## src/hw/rtl/psc_pkg.sv

```systemverilog
// Shared types for the point set correlation block: status codes,
// controller states, multiply operations and the control/status structs.
// No dependencies.
`default_nettype none

package psc_pkg;

   localparam int STATUS_W = 2;
   localparam int MUL_OP_W = 3;

   typedef enum logic [STATUS_W-1:0] {
      STAT_OK       = 2'd0,
      STAT_EMPTY    = 2'd1,
      STAT_SPREAD   = 2'd2,
      STAT_OVERFLOW = 2'd3
   } status_type;

   // N*Sxx, Sx*Sx, N*Syy, Sy*Sy, N*Sxy, Sx*Sy, vx*vy, cov*cov
   typedef enum logic [MUL_OP_W-1:0] {
      MOP_NXX,
      MOP_SXX,
      MOP_NYY,
      MOP_SYY,
      MOP_NXY,
      MOP_SXY,
      MOP_VV,
      MOP_CC
   } mul_op_type;

   typedef enum logic [2:0] {
      CS_ACCUM,
      CS_CHECK,
      CS_MUL_RUN,
      CS_MUL_STORE,
      CS_DIV_RUN,
      CS_SQRT_RUN,
      CS_DONE
   } ctrl_state_type;

   typedef struct packed {
      logic       accept;
      logic       clear;
      logic       mul_start;
      mul_op_type start_op;
      logic       mul_store;
      mul_op_type store_op;
      logic       div_start;
      logic       sqrt_start;
      logic       out_load;
   } dp_cmd_type;

   typedef struct packed {
      logic overflow;
      logic count_zero;
      logic spread_zero;
      logic mul_busy;
      logic div_busy;
      logic sqrt_busy;
      logic out_free;
   } dp_stat_type;

endpackage

`default_nettype wire

```

## src/hw/rtl/psc_ifs.sv

```systemverilog
// Valid/ready channel interfaces for the point set correlation block:
// point input channel and correlation result channel.
// Depends on psc_pkg.
`default_nettype none

interface psc_req_if #(
   parameter int COORD_BITS = 12
) ();
   logic                  valid;
   logic                  ready;
   logic [COORD_BITS-1:0] point_x;
   logic [COORD_BITS-1:0] point_y;
   logic                  last_point;

   modport source (output valid, point_x, point_y, last_point, input ready);
   modport sink   (input valid, point_x, point_y, last_point, output ready);
endinterface

interface psc_rsp_if import psc_pkg::*; #(
   parameter int FRAC_BITS = 16
) ();
   logic                 valid;
   logic                 ready;
   logic [FRAC_BITS:0]   corr_value;
   logic [STATUS_W-1:0]  status;

   modport source (output valid, corr_value, status, input ready);
   modport sink   (input valid, corr_value, status, output ready);
endinterface

`default_nettype wire

```

## src/hw/rtl/psc_ctrl.sv

```systemverilog
// Controller for the point set correlation block: sequences accumulation,
// the eight shared multiplies, the divide, the square root and the output load.
// Depends on psc_pkg.
`default_nettype none

module psc_ctrl import psc_pkg::*; (
   input  logic        clock,
   input  logic        reset,
   input  logic        req_valid,
   input  logic        req_last,
   output logic        req_ready,
   input  dp_stat_type stat,
   output dp_cmd_type  cmd
);

   ctrl_state_type state_ff, state_in;
   mul_op_type     op_ff, op_in;
   logic           accept;

   assign req_ready = (state_ff == CS_ACCUM);
   assign accept    = req_valid && req_ready;

   always_comb begin
      state_in = state_ff;
      op_in    = op_ff;
      case (state_ff)
         CS_ACCUM: begin
            if (accept && req_last) state_in = CS_CHECK;
         end
         CS_CHECK: begin
            if (stat.overflow || stat.count_zero) begin
               state_in = CS_DONE;
            end else begin
               state_in = CS_MUL_RUN;
               op_in    = MOP_NXX;
            end
         end
         CS_MUL_RUN: begin
            if (!stat.mul_busy) state_in = CS_MUL_STORE;
         end
         CS_MUL_STORE: begin
            if (op_ff == MOP_CC) begin
               state_in = stat.spread_zero ? CS_DONE : CS_DIV_RUN;
            end else begin
               state_in = CS_MUL_RUN;
               op_in    = mul_op_type'(op_ff + MUL_OP_W'(1));
            end
         end
         CS_DIV_RUN: begin
            if (!stat.div_busy) state_in = CS_SQRT_RUN;
         end
         CS_SQRT_RUN: begin
            if (!stat.sqrt_busy) state_in = CS_DONE;
         end
         CS_DONE: begin
            if (stat.out_free) state_in = CS_ACCUM;
         end
         default: begin
            state_in = CS_ACCUM;
         end
      endcase
   end

   always_comb begin
      cmd          = '0;
      cmd.accept   = accept;
      cmd.start_op = op_in;
      cmd.store_op = op_ff;
      case (state_ff)
         CS_CHECK: begin
            cmd.mul_start = !(stat.overflow || stat.count_zero);
         end
         CS_MUL_STORE: begin
            cmd.mul_store = 1'b1;
            if (op_ff == MOP_CC) begin
               cmd.div_start = !stat.spread_zero;
            end else begin
               cmd.mul_start = 1'b1;
            end
         end
         CS_DIV_RUN: begin
            cmd.sqrt_start = !stat.div_busy;
         end
         CS_DONE: begin
            cmd.out_load = stat.out_free;
            cmd.clear    = stat.out_free;
         end
         default: begin
         end
      endcase
   end

   always_ff @(posedge clock) begin
      if (reset) begin
         state_ff <= CS_ACCUM;
         op_ff    <= MOP_NXX;
      end else begin
         state_ff <= state_in;
         op_ff    <= op_in;
      end
   end

endmodule

`default_nettype wire

```

## src/hw/rtl/psc_dp.sv

```systemverilog
// Datapath for the point set correlation block: accumulators, shift-add
// multiplier, restoring divider, digit-by-digit square root, result register.
// Depends on psc_pkg.
`default_nettype none

module psc_dp import psc_pkg::*; #(
   parameter int COORD_BITS = 12,
   parameter int MAX_POINTS = 1024,
   parameter int FRAC_BITS  = 16
) (
   input  logic                  clock,
   input  logic                  reset,
   input  dp_cmd_type            cmd,
   output dp_stat_type           stat,
   input  logic [COORD_BITS-1:0] point_x,
   input  logic [COORD_BITS-1:0] point_y,
   output logic                  rsp_valid,
   input  logic                  rsp_ready,
   output logic [FRAC_BITS:0]    corr_value,
   output logic [STATUS_W-1:0]   status
);

   localparam int LG_W   = $clog2(MAX_POINTS);
   localparam int CNT_W  = $clog2(MAX_POINTS + 1);
   localparam int SUM_W  = COORD_BITS + LG_W;
   localparam int SQ_W   = 2 * COORD_BITS + LG_W;
   localparam int VW     = CNT_W + SQ_W;
   localparam int PW     = 2 * VW;
   localparam int QW     = 2 * FRAC_BITS + 1;
   localparam int RW     = FRAC_BITS + 1;
   localparam int MCNT_W = $clog2(VW);
   localparam int DCNT_W = $clog2(QW);
   localparam int SCNT_W = $clog2(RW);

   // ---------------- accumulators ----------------
   logic [CNT_W-1:0]        count_ff, count_in;
   logic [SUM_W-1:0]        sum_x_ff, sum_x_in, sum_y_ff, sum_y_in;
   logic [SQ_W-1:0]         sum_xx_ff, sum_xx_in, sum_yy_ff, sum_yy_in, sum_xy_ff, sum_xy_in;
   logic                    ovf_ff, ovf_in;
   logic [2*COORD_BITS-1:0] xx, yy, xy;

   assign xx = point_x * point_x;
   assign yy = point_y * point_y;
   assign xy = point_x * point_y;

   always_comb begin
      count_in  = count_ff;
      sum_x_in  = sum_x_ff;
      sum_y_in  = sum_y_ff;
      sum_xx_in = sum_xx_ff;
      sum_yy_in = sum_yy_ff;
      sum_xy_in = sum_xy_ff;
      ovf_in    = ovf_ff;
      if (cmd.clear) begin
         count_in  = '0;
         sum_x_in  = '0;
         sum_y_in  = '0;
         sum_xx_in = '0;
         sum_yy_in = '0;
         sum_xy_in = '0;
         ovf_in    = 1'b0;
      end else if (cmd.accept) begin
         if (count_ff < CNT_W'(MAX_POINTS)) begin
            count_in  = count_ff + CNT_W'(1);
            sum_x_in  = sum_x_ff + SUM_W'(point_x);
            sum_y_in  = sum_y_ff + SUM_W'(point_y);
            sum_xx_in = sum_xx_ff + SQ_W'(xx);
            sum_yy_in = sum_yy_ff + SQ_W'(yy);
            sum_xy_in = sum_xy_ff + SQ_W'(xy);
         end else begin
            ovf_in = 1'b1;
         end
      end
   end

   always_ff @(posedge clock) begin
      if (reset) begin
         count_ff  <= '0;
         sum_x_ff  <= '0;
         sum_y_ff  <= '0;
         sum_xx_ff <= '0;
         sum_yy_ff <= '0;
         sum_xy_ff <= '0;
         ovf_ff    <= 1'b0;
      end else begin
         count_ff  <= count_in;
         sum_x_ff  <= sum_x_in;
         sum_y_ff  <= sum_y_in;
         sum_xx_ff <= sum_xx_in;
         sum_yy_ff <= sum_yy_in;
         sum_xy_ff <= sum_xy_in;
         ovf_ff    <= ovf_in;
      end
   end

   // ---------------- shared shift-add multiplier ----------------
   logic [VW-1:0]     mop_a, mop_b;
   logic [VW-1:0]     mcand_ff, mcand_in;
   logic [PW-1:0]     prod_ff, prod_in;
   logic [MCNT_W-1:0] mcnt_ff, mcnt_in;
   logic              mbusy_ff, mbusy_in;
   logic [VW:0]       madd;
   logic [VW-1:0]     tmp_ff, tmp_in, vx_ff, vx_in, vy_ff, vy_in, cov_ff, cov_in;
   logic [PW-1:0]     v_ff, v_in;

   always_comb begin
      case (cmd.start_op)
         MOP_NXX: begin mop_a = VW'(count_ff); mop_b = VW'(sum_xx_ff); end
         MOP_SXX: begin mop_a = VW'(sum_x_ff); mop_b = VW'(sum_x_ff);  end
         MOP_NYY: begin mop_a = VW'(count_ff); mop_b = VW'(sum_yy_ff); end
         MOP_SYY: begin mop_a = VW'(sum_y_ff); mop_b = VW'(sum_y_ff);  end
         MOP_NXY: begin mop_a = VW'(count_ff); mop_b = VW'(sum_xy_ff); end
         MOP_SXY: begin mop_a = VW'(sum_x_ff); mop_b = VW'(sum_y_ff);  end
         MOP_VV:  begin mop_a = vx_ff;         mop_b = vy_ff;          end
         MOP_CC:  begin mop_a = cov_ff;        mop_b = cov_ff;         end
         default: begin mop_a = '0;            mop_b = '0;             end
      endcase
   end

   assign madd = {1'b0, prod_ff[PW-1:VW]} + (prod_ff[0] ? {1'b0, mcand_ff} : '0);

   always_comb begin
      mcand_in = mcand_ff;
      prod_in  = prod_ff;
      mcnt_in  = mcnt_ff;
      mbusy_in = mbusy_ff;
      if (cmd.mul_start) begin
         mcand_in = mop_a;
         prod_in  = {VW'(0), mop_b};
         mcnt_in  = '0;
         mbusy_in = 1'b1;
      end else if (mbusy_ff) begin
         prod_in = {madd, prod_ff[VW-1:1]};
         mcnt_in = mcnt_ff + MCNT_W'(1);
         if (mcnt_ff == MCNT_W'(VW - 1)) mbusy_in = 1'b0;
      end
   end

   // products are nonnegative differences of N*S and S*S; cov takes the magnitude
   logic [VW-1:0] plow, pdiff, ndiff;
   assign plow  = prod_ff[VW-1:0];
   assign pdiff = tmp_ff - plow;
   assign ndiff = plow - tmp_ff;

   always_comb begin
      tmp_in = tmp_ff;
      vx_in  = vx_ff;
      vy_in  = vy_ff;
      cov_in = cov_ff;
      v_in   = v_ff;
      if (cmd.mul_store) begin
         case (cmd.store_op)
            MOP_NXX, MOP_NYY, MOP_NXY: tmp_in = plow;
            MOP_SXX: vx_in  = pdiff;
            MOP_SYY: vy_in  = pdiff;
            MOP_SXY: cov_in = (tmp_ff >= plow) ? pdiff : ndiff;
            MOP_VV:  v_in   = prod_ff;
            default: begin
            end
         endcase
      end
   end

   // ---------------- restoring divider: Q = (cov^2 << 2F) / (vx*vy) ----------------
   logic [PW-1:0]     rem_ff, rem_in;
   logic              din_ff, din_in;
   logic [QW-1:0]     quo_ff, quo_in;
   logic [DCNT_W-1:0] dcnt_ff, dcnt_in;
   logic              dbusy_ff, dbusy_in;
   logic [PW:0]       dsh;
   logic [PW+1:0]     dsub;
   logic              dge;

   assign dsh  = {rem_ff, din_ff};
   assign dsub = {1'b0, dsh} - {2'b00, v_ff};
   assign dge  = !dsub[PW+1];

   always_comb begin
      rem_in   = rem_ff;
      din_in   = din_ff;
      quo_in   = quo_ff;
      dcnt_in  = dcnt_ff;
      dbusy_in = dbusy_ff;
      if (cmd.div_start) begin
         rem_in   = {1'b0, prod_ff[PW-1:1]};
         din_in   = prod_ff[0];
         quo_in   = '0;
         dcnt_in  = '0;
         dbusy_in = 1'b1;
      end else if (dbusy_ff) begin
         rem_in  = dge ? dsub[PW-1:0] : dsh[PW-1:0];
         din_in  = 1'b0;
         quo_in  = {quo_ff[QW-2:0], dge};
         dcnt_in = dcnt_ff + DCNT_W'(1);
         if (dcnt_ff == DCNT_W'(QW - 1)) dbusy_in = 1'b0;
      end
   end

   // ---------------- integer square root, one result bit per cycle ----------------
   logic [2*RW-1:0]   sop_ff, sop_in;
   logic [RW:0]       srem_ff, srem_in;
   logic [RW-1:0]     root_ff, root_in;
   logic [SCNT_W-1:0] scnt_ff, scnt_in;
   logic              sbusy_ff, sbusy_in;
   logic [RW+1:0]     s4, strial;
   logic [RW+2:0]     ssub;
   logic              sge;

   assign s4     = {srem_ff[RW-1:0], sop_ff[2*RW-1 -: 2]};
   assign strial = {1'b0, root_ff[RW-2:0], 2'b01};
   assign ssub   = {1'b0, s4} - {1'b0, strial};
   assign sge    = !ssub[RW+2];

   always_comb begin
      sop_in   = sop_ff;
      srem_in  = srem_ff;
      root_in  = root_ff;
      scnt_in  = scnt_ff;
      sbusy_in = sbusy_ff;
      if (cmd.sqrt_start) begin
         sop_in   = {1'b0, quo_ff};
         srem_in  = '0;
         root_in  = '0;
         scnt_in  = '0;
         sbusy_in = 1'b1;
      end else if (sbusy_ff) begin
         sop_in  = {sop_ff[2*RW-3:0], 2'b00};
         srem_in = sge ? ssub[RW:0] : s4[RW:0];
         root_in = {root_ff[RW-2:0], sge};
         scnt_in = scnt_ff + SCNT_W'(1);
         if (scnt_ff == SCNT_W'(RW - 1)) sbusy_in = 1'b0;
      end
   end

   // ---------------- result register ----------------
   status_type      status_sel;
   status_type      status_ff, status_in;
   logic [RW-1:0]   corr_ff, corr_in;
   logic            rsp_valid_ff, rsp_valid_in;
   logic            spread_zero;

   assign spread_zero = (vx_ff == '0) || (vy_ff == '0);

   always_comb begin
      if (ovf_ff) begin
         status_sel = STAT_OVERFLOW;
      end else if (count_ff == '0) begin
         status_sel = STAT_EMPTY;
      end else if (spread_zero) begin
         status_sel = STAT_SPREAD;
      end else begin
         status_sel = STAT_OK;
      end
   end

   always_comb begin
      rsp_valid_in = rsp_valid_ff;
      status_in    = status_ff;
      corr_in      = corr_ff;
      if (cmd.out_load) begin
         rsp_valid_in = 1'b1;
         status_in    = status_sel;
         corr_in      = (status_sel == STAT_OK) ? root_ff : '0;
      end else if (rsp_ready) begin
         rsp_valid_in = 1'b0;
      end
   end

   always_ff @(posedge clock) begin
      if (reset) begin
         mbusy_ff     <= 1'b0;
         dbusy_ff     <= 1'b0;
         sbusy_ff     <= 1'b0;
         rsp_valid_ff <= 1'b0;
      end else begin
         mbusy_ff     <= mbusy_in;
         dbusy_ff     <= dbusy_in;
         sbusy_ff     <= sbusy_in;
         rsp_valid_ff <= rsp_valid_in;
      end
   end

   always_ff @(posedge clock) begin
      mcand_ff  <= mcand_in;
      prod_ff   <= prod_in;
      mcnt_ff   <= mcnt_in;
      tmp_ff    <= tmp_in;
      vx_ff     <= vx_in;
      vy_ff     <= vy_in;
      cov_ff    <= cov_in;
      v_ff      <= v_in;
      rem_ff    <= rem_in;
      din_ff    <= din_in;
      quo_ff    <= quo_in;
      dcnt_ff   <= dcnt_in;
      sop_ff    <= sop_in;
      srem_ff   <= srem_in;
      root_ff   <= root_in;
      scnt_ff   <= scnt_in;
      status_ff <= status_in;
      corr_ff   <= corr_in;
   end

   assign stat.overflow    = ovf_ff;
   assign stat.count_zero  = (count_ff == '0);
   assign stat.spread_zero = spread_zero;
   assign stat.mul_busy    = mbusy_ff;
   assign stat.div_busy    = dbusy_ff;
   assign stat.sqrt_busy   = sbusy_ff;
   assign stat.out_free    = !rsp_valid_ff || rsp_ready;

   assign rsp_valid  = rsp_valid_ff;
   assign corr_value = corr_ff;
   assign status     = status_ff;

endmodule

`default_nettype wire

```

## src/hw/rtl/point_set_correlation.sv

```systemverilog
// Absolute Pearson correlation of a point set, valid/ready in and out.
// Points (point_x, point_y, last_point) arrive on req_if, one transfer per point.
// While a set accumulates, a point is taken every cycle (ready held high).
// The transfer with last_point set closes the set: ready drops and the block
// computes |N*Sxy - Sx*Sy| / sqrt((N*Sxx - Sx^2)(N*Syy - Sy^2)) exactly,
// truncated to FRAC_BITS fraction bits, with one shared shift-add multiplier
// (eight products of VW-bit operands), a restoring divider and a square root.
// VW = clog2(MAX_POINTS+1) + 2*COORD_BITS + clog2(MAX_POINTS).
// A set that overflowed or is empty skips the arithmetic.
// A result sits in an output register on rsp_if until taken; points of the
// next set are accepted meanwhile. If the receiver still holds the previous
// result when the next one is ready, the block waits with ready low.
// Reset (synchronous) clears all sums, the point count and the output valid.
// Depends on psc_pkg, psc_ifs, psc_ctrl and psc_dp.
`default_nettype none

module point_set_correlation import psc_pkg::*; #(
   parameter int COORD_BITS = 12,
   parameter int MAX_POINTS = 1024,
   parameter int FRAC_BITS  = 16
) (
   input logic        clock,
   input logic        reset,
   psc_req_if.sink    req_if,
   psc_rsp_if.source  rsp_if
);

   dp_cmd_type  cmd;
   dp_stat_type stat;

   psc_ctrl u_ctrl (
      .clock     (clock),
      .reset     (reset),
      .req_valid (req_if.valid),
      .req_last  (req_if.last_point),
      .req_ready (req_if.ready),
      .stat      (stat),
      .cmd       (cmd)
   );

   psc_dp #(
      .COORD_BITS (COORD_BITS),
      .MAX_POINTS (MAX_POINTS),
      .FRAC_BITS  (FRAC_BITS)
   ) u_dp (
      .clock      (clock),
      .reset      (reset),
      .cmd        (cmd),
      .stat       (stat),
      .point_x    (req_if.point_x),
      .point_y    (req_if.point_y),
      .rsp_valid  (rsp_if.valid),
      .rsp_ready  (rsp_if.ready),
      .corr_value (rsp_if.corr_value),
      .status     (rsp_if.status)
   );

`ifndef SYNTHESIS
   a_mul_idle: assert property (@(posedge clock) disable iff (reset)
      cmd.mul_start |-> !stat.mul_busy)
      else $error("multiply started while multiplier busy");

   a_load_free: assert property (@(posedge clock) disable iff (reset)
      cmd.out_load |-> (!rsp_if.valid || rsp_if.ready))
      else $error("result overwritten before transfer");

   a_last_stall: assert property (@(posedge clock) disable iff (reset)
      (req_if.valid && req_if.ready && req_if.last_point) |=> !req_if.ready)
      else $error("point accepted right after end of set");

   a_flag_zero: assert property (@(posedge clock) disable iff (reset)
      (rsp_if.valid && rsp_if.status != STAT_OK) |-> (rsp_if.corr_value == '0))
      else $error("nonzero value with error status");
`endif

endmodule

`default_nettype wire
```

## src/flat_wrapper.sv

```systemverilog
// flat-port wrapper written by rule: the top's interface ports become plain ports
module point_set_correlation_flat import psc_pkg::*;
#(
   parameter int COORD_BITS = 12,
   parameter int MAX_POINTS = 1024,
   parameter int FRAC_BITS  = 16
)
  (clock, reset, req_if_valid, req_if_point_x, req_if_point_y, req_if_last_point, req_if_ready, rsp_if_valid, rsp_if_corr_value, rsp_if_status, rsp_if_ready);
  psc_req_if #(.COORD_BITS(COORD_BITS)) req_if_i ();
  psc_rsp_if #(.FRAC_BITS(FRAC_BITS)) rsp_if_i ();
  input logic clock;
  input logic reset;
  input wire logic [$bits(req_if_i.valid)-1:0] req_if_valid;
  input wire logic [$bits(req_if_i.point_x)-1:0] req_if_point_x;
  input wire logic [$bits(req_if_i.point_y)-1:0] req_if_point_y;
  input wire logic [$bits(req_if_i.last_point)-1:0] req_if_last_point;
  output wire logic [$bits(req_if_i.ready)-1:0] req_if_ready;
  output wire logic [$bits(rsp_if_i.valid)-1:0] rsp_if_valid;
  output wire logic [$bits(rsp_if_i.corr_value)-1:0] rsp_if_corr_value;
  output wire logic [$bits(rsp_if_i.status)-1:0] rsp_if_status;
  input wire logic [$bits(rsp_if_i.ready)-1:0] rsp_if_ready;
  assign req_if_i.valid = req_if_valid;
  assign req_if_i.point_x = req_if_point_x;
  assign req_if_i.point_y = req_if_point_y;
  assign req_if_i.last_point = req_if_last_point;
  assign req_if_ready = req_if_i.ready;
  assign rsp_if_valid = rsp_if_i.valid;
  assign rsp_if_corr_value = rsp_if_i.corr_value;
  assign rsp_if_status = rsp_if_i.status;
  assign rsp_if_i.ready = rsp_if_ready;
  point_set_correlation #(.COORD_BITS(COORD_BITS), .MAX_POINTS(MAX_POINTS), .FRAC_BITS(FRAC_BITS)) u_core (.clock(clock), .reset(reset), .req_if(req_if_i), .rsp_if(rsp_if_i));
endmodule
```

## config.mk

```make
export PLATFORM = sky130hd
export DESIGN_NAME = point_set_correlation_flat
export DESIGN_NICKNAME = d
export VERILOG_FILES = /design/src/hw/rtl/psc_pkg.sv /design/src/hw/rtl/psc_ifs.sv /design/src/hw/rtl/psc_ctrl.sv /design/src/hw/rtl/psc_dp.sv /design/src/hw/rtl/point_set_correlation.sv /design/src/flat_wrapper.sv
export SDC_FILE = /design/constraint.sdc
export NUM_CORES = 2
export LEC_CHECK = 0
export BUFFER_PORTS_ARGS = -buffer_cell sky130_fd_sc_hd__buf_2
export CORE_UTILIZATION = 30
export DETAILED_ROUTE_END_ITERATION = 8
export PLACE_DENSITY = 0.53
export SLEW_MARGIN = 20
export SYNTH_ARGS = -nofsm -noshare
export SYNTH_HDL_FRONTEND = slang
export SYNTH_SLANG_ARGS = --single-unit
```

## constraint.sdc

```tcl
create_clock -name clock -period 17.6 [get_ports clock]
set_input_delay 2.64 -clock clock [delete_from_list [all_inputs] [get_ports clock]]
set_output_delay 2.64 -clock clock [all_outputs]
set_load 0.1 [all_outputs]
```

* After elaboration in Yosys (flattened, before gate mapping) *
Index checks and enable logic that the tools add are counted.

storage, ports and cells
  register bits after elaboration = 801
  output and inout port bits = 21
  input bits = 29

cells by class
  add/sub/neg operators = 15
  muxes and demuxes = 47
  equal/unequal tests = 28
  multipliers = 3
  reductions and logical operators = 35
  magnitude comparators = 2
  bitwise operators = 1

operators by type and width
  kind                                                              count
  45-bit case mux with 7 select lines                               1
  45-bit case mux with 5 select lines                               1
  45-bit two-way mux                                                4
  89-bit two-way mux                                                2
  34-bit by 24-bit adder with 34-bit output                         3
  91-bit by 90-bit subtractor with 92-bit output                    1
  45-bit logical NOT                                                2
  90-bit two-way mux                                                1
  45-bit subtractor                                                 2
  12-bit by 12-bit multiplier with 24-bit output                    3
  33-bit two-way mux                                                2
  45-bit by 45-bit adder with 46-bit output                         1
  45-bit greater-or-equal comparator                                1
  22-bit by 12-bit adder with 22-bit output                         2
  3-bit == test (second input constant)                             11
  3-bit two-way mux                                                 9
  3-bit case mux with 7 select lines                                1
  19-bit by 18-bit subtractor with 20-bit output                    1
  1-bit two-way mux                                                 19
  3-bit by 2-bit == test with 1-bit output (second input constant)  6
  17-bit two-way mux                                                1
  2-bit AND reduction                                               7
  6-bit by 1-bit adder with 6-bit output (second input constant)    2
  6-bit == test (second input constant)                             2
  22 further kinds                                                  46

* Longest topological paths before layout *
  word-level depth = 8
  depth in mapped cells = 26

* Hierarchy *
Synthesis repeated with hierarchy kept, for this count alone.

second synthesis, totals
  cells, all modules = 6804
  area, all modules = 62428.6 um^2

modules (own cells, without submodules)
  module    times used  area each (um^2)  cells an instance
  psc_dp    1           61970.7           6747
  psc_ctrl  1           457.9             57

* Least setup slack after synthesis *
No wires, ideal clock.

  kind = in2reg
  start point = input req_if_point_y[9]
  end point = register u_core.u_dp.sum_yy_ff[27]
  data arrival time = 8385 ps
  path slack = 9087 ps
  cell stages on the path = 25
  data required time = 17472 ps
  cells stage by stage = clkbuf_1 nand2_1 fa_1 inv_1 fa_1 inv_1 fa_1 inv_1 fa_1 inv_1 fa_1 inv_1 ha_1 a21o_1 a21o_1 a21o_1 a21o_1 a21oi_1 a21oi_1 o31ai_1 o21ai_0 a2111oi_4 nor3_1 xnor2_1 nor2_1

between the ends
  longest elaborated chain between the ends = 2

ends and longest elaborated chain
  element                                         RTL line            source
  start, declared                                 flat_wrapper.sv:15  input wire logic [$bits(req_if_i.point_y)-1:0] req_if_point_y;
  12-bit by 12-bit multiplier with 24-bit output  psc_dp.sv:43        assign yy = point_y * point_y;
  34-bit by 24-bit adder with 34-bit output       psc_dp.sv:68        sum_yy_in = sum_yy_ff + SQ_W'(yy);
  end signal, assigned                            psc_dp.sv:90        sum_yy_ff <= sum_yy_in;
  end, declared                                   psc_dp.sv:38        logic [SQ_W-1:0] sum_xx_ff, sum_xx_in, sum_yy_ff, sum_yy_in, sum_xy_ff, sum_xy_in;

No other way between the ends.
A chain may end at the register's enable or synchronous reset.

* Worst setup path after layout *
  start point = input req_if_point_y[5]
  end point = register u_core.u_dp.sum_yy_ff[27]

The elaborated chain is that of the path after synthesis.

==> impl_metrics.json <==
{
  "cap_violations": 0,
  "wirelength_mm": 192.1,
  "cts.clk_slew.worst_paths_ns": 0.06,
  "critical_path_cell_count": 26,
  "grt_pass1_wl_mm": 294.9,
  "grt.total_usage": 0.1819,
  "synth_nets": 7668,
  "setup_viol": 0,
  "grt_pass1_vias": 48345,
  "rr_worst_depth": 15,
  "dp_slack_ns": 7.780,
  "antenna_found_initial": 15,
  "hold_class": "register to register",
  "slowest_stage": "o31ai_1",
  "crit_end": "u_core.u_dp.sum_yy_ff[27]",
  "worstPathRequired_ns": 18.18,
  "ys_warn_count": 0,
  "crit-reg2reg-capture": "u_core.u_dp.rem_ff[13]",
  "critical_path_class": "input pin to register",
  "finalHoldViolCount": 0,
  "cpMostUsedCell": "inv_1",
  "tightest_slew_ns": 1.247,
  "ctsRootBufferMaster": "clkbuf_16",
  "htree_levels": 3,
  "p_sw_mw": 4.884,
  "critical_path_arrival_ns": 9.65,
  "power.leakage_nw": 28.82,
  "nNetsFinal": 7540,
  "ys_seq_elements": 801,
  "intPower_mw": 5.984,
  "fin_ws_ns": 8.531,
  "syn_inst": 6832,
  "yosysTopAreaCell": "edfxtp_1",
  "r2r_start": "u_core.u_dp.rem_ff[23]",
  "pwr-share-seq": 0.258,
  "row_count": 166,
  "gr-usage-met1": 0.2519,
  "cp-start-kind": "input pin",
  "start_util": 0.3021,
  "ir_drop_mv": 0.1990,
  "cp.buffers_inverters": 7,
  "combPwrFrac": 0.551,
  "hpwl_mm": 143.7,
  "cp_max_fo": 27,
  "rsz0062_at_grt": "no",
  "grt_use_met2": 0.2948,
  "synth_edf_count": 502,
  "ys_types": 102,
  "finalSetupTns_ns": 0,
  "max_slew_margin": 0.1611,
  "netlist.area_leader.share": 0.2439,
  "crit_family": "adder cells",
  "clock_tree.buffer_depth": 3,
  "yosysSeqAreaShare": 0.3408,
  "syn_avg_cell_area_um2": 9.046,
  "wl_per_cell_um": 20.27,
  "synthTopCellsByArea": "edfxtp_1 (24%), fa_1 (11%), ha_1 (9.7%)",
  "die_w_um": 455.9,
  "coreArea_mm2": 0.2046,
  "clock_skew_ns": 0.04853,
  "gp_congestion": 0.9132,
  "endpoint_kind": "register",
  "clock_latency_ns": 0.75,
  "cpPeakStageDelay_ns": 0.60,
  "met3_usage": 0.02439,
  "tritoncts": "done",
  "startpoint": "req_if_point_y[5]",
  "final_layout_size_suffix_gt1_frac": 0.05156,
  "period_share": 0.5153,
  "vias_per_cell": 5.152,
  "ys_async_sr_fraction": 0,
  "num_vias": 48820,
  "swShare": 0.4494,
  "p_clk_frac": 0.190,
  "clock_sinks": 801,
  "dieArea_mm2": 0.2078,
  "cts_resized": 0,
  "netlist_area_mm2": 0.06180,
  "cts_setup_buffers": 0,
  "antenna_cells": 0,
  "fmax_mhz": 110.3,
  "grt_max_degree": 91,
  "ys.flop_type": "edfxtp_1",
  "cts_buffers": 96,
  "io_pins": 50,
  "gr-total-overflow": 0,
  "cts-hold-fix-buffers": 0,
  "drc": 0,
  "slew_violations": 0,
  "dr.pass1.iters": 8,
  "die_h_um": 455.9,
  "rrSetupSlack_ns": 11.26,
  "ant_nets": 0,
  "drt_iter0_markers": 3815,
  "busiest_layer": "met2",
  "power_density_mw_per_mm2": 160.1,
  "timing.final.crit_period_ns": 9.069,
  "syn_to_final_growth_pct": 9.865,
  "io_buffers": 49,
  "status": "completed"
}
-- layout by cell type (no fill, tap or decap), types with 180 or more instances in the layout --
cell type | synthesis | final
a21oi_1 | 549 | 549
inv_1 | 855 | 854
ha_1 | 479 | 479
xnor2_1 | 224 | 224
fa_1 | 328 | 328
a21o_1 | 180 | 180
nor2_1 | 477 | 471
edfxtp_1 | 502 | 502
o21ai_0 | 299 | 298
nand2_1 | 743 | 743
and2_1 | 186 | 186
dfxtp_1 | 299 | 296
-- metal layers --
layer  vias up  share of wire
li1      23190              -
met2      1314           0.46
met1     24058           0.46
met5         -        0.00024
met4         6          0.028
met3       252          0.056
-- worst min path at each step --
stage	endpoint	cells past startpoint	start	slack (ns)
6_report	u_core.u_dp.sum_xx_ff[9]	2	u_core.u_dp.sum_xx_ff[9]	0.45
5_1_grt	u_core.u_dp.sum_xx_ff[3]	2	u_core.u_dp.sum_xx_ff[3]	0.49
4_1_cts	u_core.u_dp.sum_xx_ff[9]	2	u_core.u_dp.sum_xx_ff[9]	0.46
3_5_place_dp	u_core.u_dp.sum_xx_ff[9]	2	u_core.u_dp.sum_xx_ff[9]	0.45
3_3_place_gp	u_core.u_dp.sum_xx_ff[8]	2	u_core.u_dp.sum_xx_ff[8]	0.44
2_1_floorplan	u_core.u_dp.sum_xx_ff[9]	2	u_core.u_dp.sum_xx_ff[9]	0.43
-- cell usage after synthesis, types with 97 or more instances --
library cell    n
a21o_1        180
a21oi_1       549
and2_1        186
clkbuf_1      281
dfxtp_1       299
edfxtp_1      502
fa_1          328
ha_1          479
inv_1         855
mux2i_1       112
nand2_1       743
nand3_1        97
nor2_1        477
o21ai_0       299
xnor2_1       224
xor2_1        118
-- power by group through the flow --
stage	clock (mW)	sequential, mW	combinational [mW]
3_5_place_dp	0	2.85	5.95
3_3_place_gp	0	2.84	5.90
6_report	2.07	2.81	5.99
4_1_cts	2.12	2.81	6.00
2_1_floorplan	0	2.68	4.47
5_1_grt	2.18	2.84	6.72
-- logic make-up (layout without fill, tap and decap cells) --
group / Yosys count / count (layout) / share of synthesized area
flip-flops: 801 / 801 / 0.3408
multiplexers: 115 / 115 / 0.01869
buffers and inverters: 1196 / 1152 / 0.07403
XOR/XNOR: 342 / 342 / 0.04847
AO/OA/AOI/OAI: 1635 / 1635 / 0.1698
adder cells (fa/ha/maj): 807 / 807 / 0.2032
AND/OR/NAND/NOR: 1936 / 1936 / 0.1451
-- final cells by class --
class | instances | area [um2]
Fill cell | 21128 | 136700
Sequential cell | 801 | 21060
Multi-Input combinational cell | 4835 | 36280
Clock inverter | 61 | 630.6
Timing Repair Buffer | 111 | 710.7
Tap cell | 2688 | 3363
Clock buffer | 121 | 2620
Inverter | 859 | 3229
-- worst reg2reg max path: cells and delay by family, from the launching register on --
family	cells	cell delay [ns]
AOI/OAI and AO/OA	10	3.29
buffers and inverters	2	1.48
and+or+nand+nor	2	0.47
DFF	1	0.39
adders and majority gates	1	0.39
-- flip-flops by register name, indices dropped and copies added (netlist names), 5 cells and up --
register and count:
u_core.u_dp.v_ff 90, u_core.u_dp.sum_x_ff 22, u_core.u_dp.vy_ff 45, u_core.u_dp.scnt_ff 5
u_core.u_dp.prod_ff 90, u_core.u_dp.tmp_ff 45, u_core.u_dp.count_ff 11, u_core.u_dp.vx_ff 45
u_core.u_dp.sop_ff 34, u_core.u_dp.mcnt_ff 6, u_core.u_dp.sum_yy_ff 34, u_core.u_dp.sum_y_ff 22
u_core.u_dp.dcnt_ff 6, u_core.u_dp.cov_ff 45, u_core.u_dp.quo_ff 33, u_core.u_dp.corr_value 17
u_core.u_dp.sum_xx_ff 34, u_core.u_dp.sum_xy_ff 34, u_core.u_dp.root_ff 17, u_core.u_dp.rem_ff 90
u_core.u_dp.srem_ff 17, u_core.u_dp.mcand_ff 45
-- per-stage QoR --
stage,hold WS (ns),std cells,area (um2),power (mW),util
final,0.4523,9476,67900,10.87,0.3319
after global routing,0.4853,9476,67900,11.74,0.3319
after CTS,0.4557,9476,67900,10.93,0.3319
after detailed placement,0.4474,9294,64650,8.794,0.3160
after global placement,0.4409,9294,64650,8.739,0.3160
after floorplan,0.4319,6832,61800,7.149,-
No activity file was read; power rests on OpenSTA's default activity.
